## config.mk

```make
export PLATFORM = sky130hd
export DESIGN_NAME = keypad_code_lock
export DESIGN_NICKNAME = d
export VERILOG_FILES = /design/src/kcl_pkg.sv /design/src/kcl_append.sv /design/src/kcl_match.sv /design/src/keypad_code_lock.sv
export SDC_FILE = /design/constraint.sdc
export NUM_CORES = 1
export LEC_CHECK = 0
export BUFFER_PORTS_ARGS = -buffer_cell sky130_fd_sc_hd__clkbuf_2
export CAP_MARGIN = 10
export CORE_ASPECT_RATIO = 0.75
export CORE_MARGIN = 10
export CORE_UTILIZATION = 55
export CTS_CLUSTER_SIZE = 25
export DETAILED_ROUTE_END_ITERATION = 10
export PLACE_DENSITY_LB_ADDON = 0.2
export SLEW_MARGIN = 10
export SYNTH_ARGS = -nofsm -noshare
export SYNTH_HDL_FRONTEND = slang
export SYNTH_SLANG_ARGS = --single-unit
export TNS_END_PERCENT = 10
```

## constraint.sdc

```tcl
create_clock -name aclk -period 13.5 [get_ports aclk]
set_input_delay 0.675 -clock aclk [delete_from_list [all_inputs] [get_ports aclk]]
set_output_delay 0.675 -clock aclk [all_outputs]
set_load 0.005 [all_outputs]
```

## src/kcl_pkg.sv

```systemverilog
// Shared types and constants of the keypad code lock.
// Holds the entry state struct, key codes, register indexes and the key digit table.
// No dependencies.
package kcl_pkg;

    localparam int NUM_KEYS    = 12;
    localparam int NIBBLES     = 16;
    localparam int STORE_W     = 4 * NIBBLES;
    localparam int COUNT_W     = 5;
    localparam int IN_TDATA_W  = 16;
    localparam int OUT_TDATA_W = 16;
    localparam int CFG_INDEX_W = 2;
    localparam int CFG_DATA_W  = 64;

    localparam logic [3:0] KEY_CLEAR = 4'd0;
    localparam logic [3:0] KEY_ENTER = 4'd8;

    localparam logic [CFG_INDEX_W-1:0] CFG_CODE_DIGITS = 2'd0;
    localparam logic [CFG_INDEX_W-1:0] CFG_CODE_LENGTH = 2'd1;

    localparam logic [STORE_W-1:0] CODE_DIGITS_RESET = 64'h7331;
    localparam logic [COUNT_W-1:0] CODE_LENGTH_RESET = 5'd4;

    typedef struct packed {
        logic [STORE_W-1:0] store;
        logic [COUNT_W-1:0] count;
        logic               ovf;
    } entry_t;

    localparam entry_t ENTRY_CLEAR = '{store: '0, count: '0, ovf: 1'b0};

    function automatic logic [3:0] key_digit(input logic [3:0] key);
        logic [3:0] d;
        case (key)
            4'd1:    d = 4'd7;
            4'd2:    d = 4'd4;
            4'd3:    d = 4'd1;
            4'd4:    d = 4'd0;
            4'd5:    d = 4'd8;
            4'd6:    d = 4'd5;
            4'd7:    d = 4'd2;
            4'd9:    d = 4'd9;
            4'd10:   d = 4'd6;
            4'd11:   d = 4'd3;
            default: d = 4'd0;
        endcase
        return d;
    endfunction

endpackage

```

## src/kcl_append.sv

```systemverilog
// Appends the digits of a group of freshly pressed keys to the entry, in key order.
// Depends on kcl_pkg for the entry state struct.
module kcl_append #(
    parameter int N          = 7,
    parameter int MAX_DIGITS = 16
) (
    input  kcl_pkg::entry_t  entry_in,
    input  logic [4*N-1:0]   digits,
    input  logic [N-1:0]     valid,
    output kcl_pkg::entry_t  entry_out
);

    logic [kcl_pkg::COUNT_W-1:0] pos;

    always_comb begin
        entry_out = entry_in;
        pos       = entry_in.count;
        for (int j = 0; j < N; j++) begin
            if (valid[j]) begin
                if (pos < kcl_pkg::COUNT_W'(MAX_DIGITS)) begin
                    entry_out.store[{pos[3:0], 2'b00} +: 4] = digits[4*j +: 4];
                    pos = pos + 1'b1;
                end else begin
                    entry_out.ovf = 1'b1;
                end
            end
        end
        entry_out.count = pos;
    end

endmodule

```

## src/kcl_match.sv

```systemverilog
// Compares the held entry against the configured code.
// Depends on kcl_pkg for the entry state struct and widths.
module kcl_match (
    input  kcl_pkg::entry_t              entry,
    input  logic [kcl_pkg::STORE_W-1:0]  code_digits,
    input  logic [kcl_pkg::COUNT_W-1:0]  code_length,
    output logic                         match
);

    logic [kcl_pkg::NIBBLES-1:0] eq;

    always_comb begin
        for (int i = 0; i < kcl_pkg::NIBBLES; i++) begin
            eq[i] = (entry.store[4*i +: 4] == code_digits[4*i +: 4]) ||
                    (kcl_pkg::COUNT_W'(i) >= entry.count);
        end
        match = !entry.ovf && (entry.count == code_length) && (&eq);
    end

endmodule

```

## src/keypad_code_lock.sv

```systemverilog
// Top level of the keypad code lock: state registers, key decode and output skid buffer.
// Depends on kcl_pkg, kcl_append and kcl_match.
//
//  channel  | direction | fields (lowest bit up)
//  s_       | in        | tdata: touch_bits[11:0], zero pad
//  m_       | out       | tdata: unlocked, accept_pulse, deny_pulse, entry_length[4:0],
//           |           |        entry_overflow, zero pad
//  cfg_     | in        | index: 0 code_digits, 1 code_length; data: value
//
// One sample per cycle while s_tready is high; each request is decoded in the cycle it
// is accepted and registered in the output register, or the skid register on a stall.
// A two-entry output buffer keeps s_tready high for one more request while m_tready is low.
// Synchronous active-low reset clears lock, entry and previous touch, and loads the
// default code into the code registers.
// cfg_ready is always high; writes to unused indexes are dropped.
module keypad_code_lock #(
    parameter int MAX_DIGITS = 16
) (
    input  logic                               aclk,
    input  logic                               aresetn,
    input  logic                               s_tvalid,
    output logic                               s_tready,
    input  logic [kcl_pkg::IN_TDATA_W-1:0]     s_tdata,  // touch_bits[11:0], pad
    output logic                               m_tvalid,
    input  logic                               m_tready,
    output logic [kcl_pkg::OUT_TDATA_W-1:0]    m_tdata,  // unlocked, accept_pulse,
                                                         // deny_pulse, entry_length[4:0],
                                                         // entry_overflow, pad
    input  logic                               cfg_valid,
    output logic                               cfg_ready,
    input  logic [kcl_pkg::CFG_INDEX_W-1:0]    cfg_index,
    input  logic [kcl_pkg::CFG_DATA_W-1:0]     cfg_data
);

    logic [kcl_pkg::STORE_W-1:0]     code_digits_reg;
    logic [kcl_pkg::COUNT_W-1:0]     code_length_reg;
    logic [kcl_pkg::NUM_KEYS-1:0]    prev_touch_reg;
    kcl_pkg::entry_t                 entry_reg;
    logic                            lock_reg;

    logic [kcl_pkg::NUM_KEYS-1:0]    touch;
    logic [kcl_pkg::NUM_KEYS-1:0]    fresh;
    kcl_pkg::entry_t                 entry_start;
    kcl_pkg::entry_t                 entry_low;
    kcl_pkg::entry_t                 entry_mid;
    kcl_pkg::entry_t                 entry_next;
    logic [27:0]                     digits_low;
    logic [11:0]                     digits_high;
    logic                            match;
    logic                            accept;
    logic                            deny;
    logic                            lock_next;
    logic                            acc;
    logic [kcl_pkg::OUT_TDATA_W-1:0] result;

    logic                            out_valid_reg;
    logic [kcl_pkg::OUT_TDATA_W-1:0] out_data_reg;
    logic                            skid_valid_reg;
    logic [kcl_pkg::OUT_TDATA_W-1:0] skid_data_reg;

    assign touch = s_tdata[kcl_pkg::NUM_KEYS-1:0];
    assign fresh = touch & ~prev_touch_reg;
    assign acc   = s_tvalid && s_tready;

    always_comb begin
        for (int j = 0; j < 7; j++) begin
            digits_low[4*j +: 4] = kcl_pkg::key_digit(kcl_pkg::KEY_CLEAR + 4'(j + 1));
        end
        for (int j = 0; j < 3; j++) begin
            digits_high[4*j +: 4] = kcl_pkg::key_digit(kcl_pkg::KEY_ENTER + 4'(j + 1));
        end
    end

    assign entry_start = fresh[kcl_pkg::KEY_CLEAR] ? kcl_pkg::ENTRY_CLEAR : entry_reg;

    kcl_append #(.N(7), .MAX_DIGITS(MAX_DIGITS)) u_append_low (
        .entry_in  (entry_start),
        .digits    (digits_low),
        .valid     (fresh[7:1]),
        .entry_out (entry_low)
    );

    kcl_match u_match (
        .entry       (entry_low),
        .code_digits (code_digits_reg),
        .code_length (code_length_reg),
        .match       (match)
    );

    assign accept    = fresh[kcl_pkg::KEY_ENTER] && match;
    assign deny      = fresh[kcl_pkg::KEY_ENTER] && !match;
    assign entry_mid = fresh[kcl_pkg::KEY_ENTER] ? kcl_pkg::ENTRY_CLEAR : entry_low;
    assign lock_next = lock_reg ^ accept;

    kcl_append #(.N(3), .MAX_DIGITS(MAX_DIGITS)) u_append_high (
        .entry_in  (entry_mid),
        .digits    (digits_high),
        .valid     (fresh[11:9]),
        .entry_out (entry_next)
    );

    assign result = {7'b0, entry_next.ovf, entry_next.count, deny, accept, lock_next};

    always_ff @(posedge aclk) begin
        if (!aresetn) begin
            code_digits_reg <= kcl_pkg::CODE_DIGITS_RESET;
            code_length_reg <= kcl_pkg::CODE_LENGTH_RESET;
            prev_touch_reg  <= '0;
            entry_reg       <= kcl_pkg::ENTRY_CLEAR;
            lock_reg        <= 1'b0;
        end else begin
            if (cfg_valid && cfg_ready) begin
                case (cfg_index)
                    kcl_pkg::CFG_CODE_DIGITS: code_digits_reg <= cfg_data;
                    kcl_pkg::CFG_CODE_LENGTH: code_length_reg <= cfg_data[kcl_pkg::COUNT_W-1:0];
                    default: ;
                endcase
            end
            if (acc) begin
                prev_touch_reg <= touch;
                entry_reg      <= entry_next;
                lock_reg       <= lock_next;
            end
        end
    end

    always_ff @(posedge aclk) begin
        if (!aresetn) begin
            out_valid_reg  <= 1'b0;
            skid_valid_reg <= 1'b0;
        end else if (m_tready || !out_valid_reg) begin
            out_valid_reg  <= skid_valid_reg || acc;
            skid_valid_reg <= 1'b0;
        end else if (acc) begin
            skid_valid_reg <= 1'b1;
        end
    end

    always_ff @(posedge aclk) begin
        if (m_tready || !out_valid_reg) begin
            out_data_reg <= skid_valid_reg ? skid_data_reg : result;
        end else if (acc) begin
            skid_data_reg <= result;
        end
    end

    assign s_tready  = !skid_valid_reg;
    assign m_tvalid  = out_valid_reg;
    assign m_tdata   = out_data_reg;
    assign cfg_ready = 1'b1;

    a_pulse_excl: assert property (@(posedge aclk) disable iff (!aresetn)
        m_tvalid |-> !(m_tdata[1] && m_tdata[2]))
        else $error("accept and deny in one result");

    a_len_bound: assert property (@(posedge aclk) disable iff (!aresetn)
        entry_reg.count <= kcl_pkg::COUNT_W'(MAX_DIGITS))
        else $error("entry count beyond limit");

    a_skid_only_full: assert property (@(posedge aclk) disable iff (!aresetn)
        skid_valid_reg |-> out_valid_reg)
        else $error("skid entry held with empty output register");

    a_lock_hold: assert property (@(posedge aclk) disable iff (!aresetn)
        !acc |=> $stable(lock_reg))
        else $error("lock flag changed without a request");

    a_skid_pop: assert property (@(posedge aclk) disable iff (!aresetn)
        (skid_valid_reg && m_tready) |=> (out_valid_reg && !skid_valid_reg))
        else $error("skid entry not moved to output");

endmodule

```

==> results.toml, run 1 <==
[cells_and_area]
fillers = 2804
syn2layout_area_growth_pct = 7.46
largest_reg_flops = 70
nets = 2333
layout-drive-gt1-share = 0.109
postLayoutCellArea_um2 = 17200
diodes = 0
fin_util = 0.596

[clock_network]
cts_hold_buf = 0
cts_setup_buffers = 0
cts_buffers = 17
cts_htree_levels = 4
clock_path_buffers = 2
cts_resized = 0
clkLatencyLatePin_ps = 470
root_buffer = "clkbuf_16"
cts_tree = "built"
clock_sinks = 172
path_clk_slew_ps = 80

[critical_path]
critPathTopFamily = "simple AND/OR/NAND/NOR gates"
cp.arrival_ps = 12290
slowest_delay_ps = 1110
cp_num_buf_inv = 4
ff2ff_setup_slack_ps = 1580
cpMaxStageDelayCell = "nor4_2"
r2r-end = "entry_reg[49]"
r2r_start = "prev_touch_reg[0]"
startpoint_type = "register"
worstSetupPathType = "reg2reg"
path_max_fanout = 35
crit_path_frequent_cell = "ha_1"
crit_path_end_kind = "register"
r2r_cells = 28
critPathRequiredTime_ps = 13860

[synth]
synth.area.top_cells = "dfxtp_1 19%, nand2_1 7.9%, nand3_1 4.3%"
synth_edf_count = 18
synthTopCellsByCount = "337 x nand2_1, 154 x dfxtp_1, 153 x nor2_1"
synth-seq-cells = 172
yosysTopAreaCellShare = 0.192
syn_inst = 2219
yosys.area.top_type = "dfxtp_1"
synthArstFlopShare = 0
yosysSeqAreaShare = 0.226
ys.flop_type = "dfxtp_1"
synthDistinctLibCells = 123
yosys_warnings = 0
yosys.cell_count.top_type = "nand2_1"
syn_area_per_cell_um2 = 7.23
synth_area_um2 = 16000

[place]
dp_hpwl_mm = 54.1
gp_congestion = 1.08
placed_area_um2 = 16600
port_buffers = 93

[die]
core_um2 = 28900
die_h_um = 168
rows = 54
initial_utilization = 0.555
io_pins = 106
die_x_um = 217
die_area_um2 = 36500

[power_and_ir_drop]
ir_worst_vdd_uv = 92.7
power.density_nw_per_um2 = 152
power_switching_share = 0.512
p_clk_frac = 0.207
seqPwrFrac = 0.225
p_int_mw = 1.28
combPwrFrac = 0.569
cellLeakagePower_nw = 6.38
switchingPower_mw = 1.34
power_mw = 2.63

[global_route]
antenna_found_initial = 1
grt_max_degree = 96
grt-ovfl-total = 0
grt_pass1_vias = 16900
grt_pass1_wl_mm = 103
grt_usage = 0.363

[flow_run]
drv_cap = 0

[timing]
max_slew_margin = 0.132
min_period_over_period = 0.883
maxSlewViolCount = 0
setup_tns_ps = 0
rsz0062_at_grt = "no"
hold_violations = 0
period_minus_slack_ps = 11920
fmax_ghz = 0.0839
fin_skew_ps = 9.97
worst_slew_pin_slew_ps = 1290
holdWs_ps = 426
setup_viol = 0

[detailed_routing]
wire_per_inst_um = 26.5
drtPass1Iterations = 10
wl_mm = 69.6
antenna_left = 0
routed-via-count = 18800
drt_drc_violations_left = 1
initialDrtViolationCount = 3186
avgViaCountPerCell = 7.15

[run_status]
violations = "DRC"
outcome = "complete, but fails checks"

[worst_hold_path]
hold_start = "cfg_data[9]"
hp-class = "in2reg"
min_to = "code_digits_reg[9]"
worstHoldPathCells = 3
[layout make-up]
class	count	area (um2)	area share
Inverter	49	186	0.0108
Clock inverter	15	198	0.0115
Clock buffer	17	425	0.0247
Timing Repair Buffer	113	618	0.0359
Sequential cell	172	3620	0.210
Tap cell	392	490	0.0285
Multi-Input combinational cell	1867	11700	0.679
[routing by layer]
metal  track usage  vias up  share of wire
li1              -     8385              -
met1         0.482     8690           0.39
met2         0.503     1446           0.39
met3         0.134      252           0.16
met4         0.180        2          0.057
met5             0        -        0.00019
[cell families after synthesis]
kind of cell	count (synthesis)	synth area share
compound gates	732	0.329
xor+xnor	54	0.0372
fa+ha+maj	26	0.0203
buf+inv	186	0.0477
flops	172	0.226
mux	23	0.0163
other cells	2	0.000468
simple gates	1024	0.323
[worst max-delay path by stage]
stage                                  from       endpoint  slack (ps)  depth (start not counted)
final                     prev_touch_reg[0]  entry_reg[49]        1580                         28
after global routing      prev_touch_reg[0]  entry_reg[49]        1330                         28
after CTS                 prev_touch_reg[0]  entry_reg[49]        2240                         28
after detailed placement         s_tdata[0]  entry_reg[49]        1920                         29
after global placement           s_tdata[0]  entry_reg[49]        2100                         29
after floorplan                  s_tdata[0]  entry_reg[36]        3100                         44
[layout by cell type, fill, tap and decap left out, drive strengths merged, types with 48 or more instances in the layout]
master	count
a21boi	87
a21oi	121
a31oi	48
and3	51
clkbuf	109
dfxtp	154
inv	57
nand2	340
nand3	139
nor2	156
nor3	63
o21ai	118
[worst min-delay path, delay by kind of cell]
family | cells | cell delay [ps]
AND/OR/NAND/NOR | 2 | 110
buffers and inverters | 1 | 70
[stage by stage]
step | instances | worst slack (ps)
floorplan | 2225 | 3100
global placement | 2593 | 2100
detailed placement | 2593 | 1920
CTS | 2625 | 2240
global route | 2625 | 1330
finish | 2625 | 1580
[power groups by stage]
stage / combinational (mW) / clock [mW] / sequential (mW)
after floorplan: 0.978 / 0 / 0.584
after global placement: 1.39 / 0 / 0.598
after detailed placement: 1.40 / 0 / 0.600
after CTS: 1.41 / 0.541 / 0.588
after global routing: 1.56 / 0.561 / 0.594
final: 1.49 / 0.543 / 0.590
Power figures use the tool's default switching activity.
==> run 2, diff against run 1 <==
--- a/config.mk
+++ b/config.mk
@@ -16,5 +16,6 @@
 export SLEW_MARGIN = 10
 export SYNTH_ARGS = -nofsm -noshare
 export SYNTH_HDL_FRONTEND = slang
+export SYNTH_HIERARCHICAL = 1
 export SYNTH_SLANG_ARGS = --single-unit
 export TNS_END_PERCENT = 10
==> results.toml, run 2 <==
[detailed_routing]
avgViaCountPerCell = 6.40
drtPass1Iterations = 6
routed-via-count = 21300
antenna_left = 0
drt_drc_violations_left = 0
wl_mm = 83.3
initialDrtViolationCount = 3039
wire_per_inst_um = 25.1

[timing]
worst_slew_pin_slew_ps = 1180
setup_tns_ps = 0
worst_slack_ps = 1120
max_slew_margin = 0.200
rsz0062_at_grt = "no"
hold_violations = 0
fmax_ghz = 0.0808
period_minus_slack_ps = 12380
setup_viol = 0
fin_skew_ps = 12.4
maxSlewViolCount = 0
min_period_over_period = 0.917

[cells_and_area]
syn2layout_area_growth_pct = 6.68
fillers = 3530
nets = 2922
mostFrequentLayoutCells = "515 x nand2_1, 353 x mux2i_1, 182 x and2_1"
largest_reg_flops = 70
diodes = 0
final_common_cell = "nand2_1"
layout-drive-gt1-share = 0.140

[critical_path]
crit_path_frequent_cell = "ha_1"
cp.arrival_ps = 12780
worstSetupPathType = "reg2reg"
path_max_fanout = 13
cpMaxStageDelayCell = "ha_1"
crit_path_end_kind = "register"
slowest_delay_ps = 560
startpoint_type = "register"
critPathTopFamily = "simple AND/OR/NAND/NOR gates"
critPathRequiredTime_ps = 13900
cp_num_buf_inv = 6

[synth]
yosys.cell_count.top_type = "nand2_1"
synth_area_um2 = 21200
synth-seq-cells = 172
synthArstFlopShare = 0
yosys_warnings = 6
syn_inst = 2739
synthDistinctLibCells = 130
yosysTopAreaCellShare = 0.166
synth.area.top_cells = "mux2i_1 17%, dfxtp_1 15%, nand2_1 9.1%"
synthTopCellsByCount = "515 x nand2_1, 353 x mux2i_1, 182 x and2_1"
yosysSeqAreaShare = 0.171
ys.flop_type = "dfxtp_1"
syn_area_per_cell_um2 = 7.76
yosys.area.top_type = "mux2i_1"
synth_edf_count = 18

[clock_network]
clock_path_buffers = 2
cts_buffers = 17
root_buffer = "clkbuf_16"
cts_htree_levels = 4
path_clk_slew_ps = 80
cts_hold_buf = 0
cts_tree = "built"
clkLatencyLatePin_ps = 470
cts_setup_buffers = 0
clock_sinks = 172

[die]
die_h_um = 190
io_pins = 106
core_um2 = 38200
rows = 62
die_x_um = 247
die_area_um2 = 47000
initial_utilization = 0.555

[power_and_ir_drop]
p_clk_frac = 0.175
p_int_mw = 1.37
combPwrFrac = 0.621
cellLeakagePower_nw = 9.16
power.density_nw_per_um2 = 124
power_switching_share = 0.513
seqPwrFrac = 0.203
ir_worst_vdd_uv = 103
switchingPower_mw = 1.44

[place]
port_buffers = 93
post-place-ws_ps = 863
dp_hpwl_mm = 67.7
gp_congestion = 1.11

[global_route]
grt_usage = 0.343
grt-ovfl-total = 0
grt_max_degree = 83
grt_pass1_wl_mm = 122
grt_pass1_vias = 19200
antenna_found_initial = 3

[run_status]
outcome = "completed"

[flow_run]
drv_cap = 0

[worst_hold_path]
hp-class = "in2reg"
## run 2: cell count changes after synthesis, moves of 52 or more
cell	change
mux2i_1	+341
xnor2_1	+55
mux2_2	+107
a21boi_1	+109
and2_1	+149
nand2_1	+178
a21boi_0	-52
## run 2: metrics by stage
stage | total power, mW | cell area, um2 | hold slack, ps | cells | utilization
2_1_floorplan | 1.80 | 21600 | 430 | 2835 | -
4_1_cts | 2.72 | 22700 | 414 | 3325 | 0.593
5_1_grt | 2.94 | 22700 | 426 | 3325 | 0.593
6_report | 2.81 | 22700 | 426 | 3325 | 0.593
3_5_place_dp | 2.23 | 22100 | 446 | 3293 | 0.578
3_3_place_gp | 2.20 | 22100 | 437 | 3293 | 0.578
## run 2: logic make-up after synthesis
logic type               Yosys count  synth area share
other                              2          0.000354
AND/OR/NAND/NOR                 1192             0.280
AO/OA/AOI/OAI                    494             0.168
XOR/XNOR                         130            0.0669
buffers and inverters            215            0.0472
flip-flops                       172             0.171
adder cells (fa/ha/maj)           36            0.0211
multiplexers                     498             0.246
## run 2: final cells by class
class / instances / area (um2) / area share
tap: 512 / 641 / 0.0283
inverter: 37 / 141 / 0.00624
multi-input combinational: 2448 / 17000 / 0.750
clock buffer: 18 / 429 / 0.0189
timing repair buffer: 124 / 701 / 0.0309
clock inverter: 14 / 129 / 0.00569
sequential: 172 / 3620 / 0.160
## run 2: final timing paths
| kind | start | end | slack, ps | cells after the start |
|---|---|---|---|---|
| min | cfg_data[5] | code_digits_reg[5] | 430 | 3 |
| max reg2reg | prev_touch_reg[0] | entry_reg[42] | 1120 | 40 |
| max | prev_touch_reg[0] | entry_reg[42] | 1120 | 40 |
| min reg2reg | entry_reg[15] | entry_reg[15] | 450 | 2 |
## run 2: timing repair
action / in CTS / in global routing
gates resized for setup: 0 / 1
endpoints found under the hold margin: 0 / 0
setup endpoints to repair: 0 / 1
## run 2: tightest hold or removal path, stage by stage
cell and delay (ps):
clkbuf_2 80, nand2_1 40, nand3_1 60
## run 2: power groups by stage
stage | clock [mW] | sequential [mW] | combinational (mW)
floorplan | 0 | 0.577 | 1.23
global placement | 0 | 0.583 | 1.62
detailed placement | 0 | 0.585 | 1.65
CTS | 0.498 | 0.573 | 1.65
global route | 0.519 | 0.576 | 1.85
finish | 0.493 | 0.572 | 1.75
## run 2: per-layer routing
layer	track usage	wire length [um]
met1	0.507	37500
met2	0.491	34000
met3	0.0776	9700
met4	0.0824	2050
met5	0	24
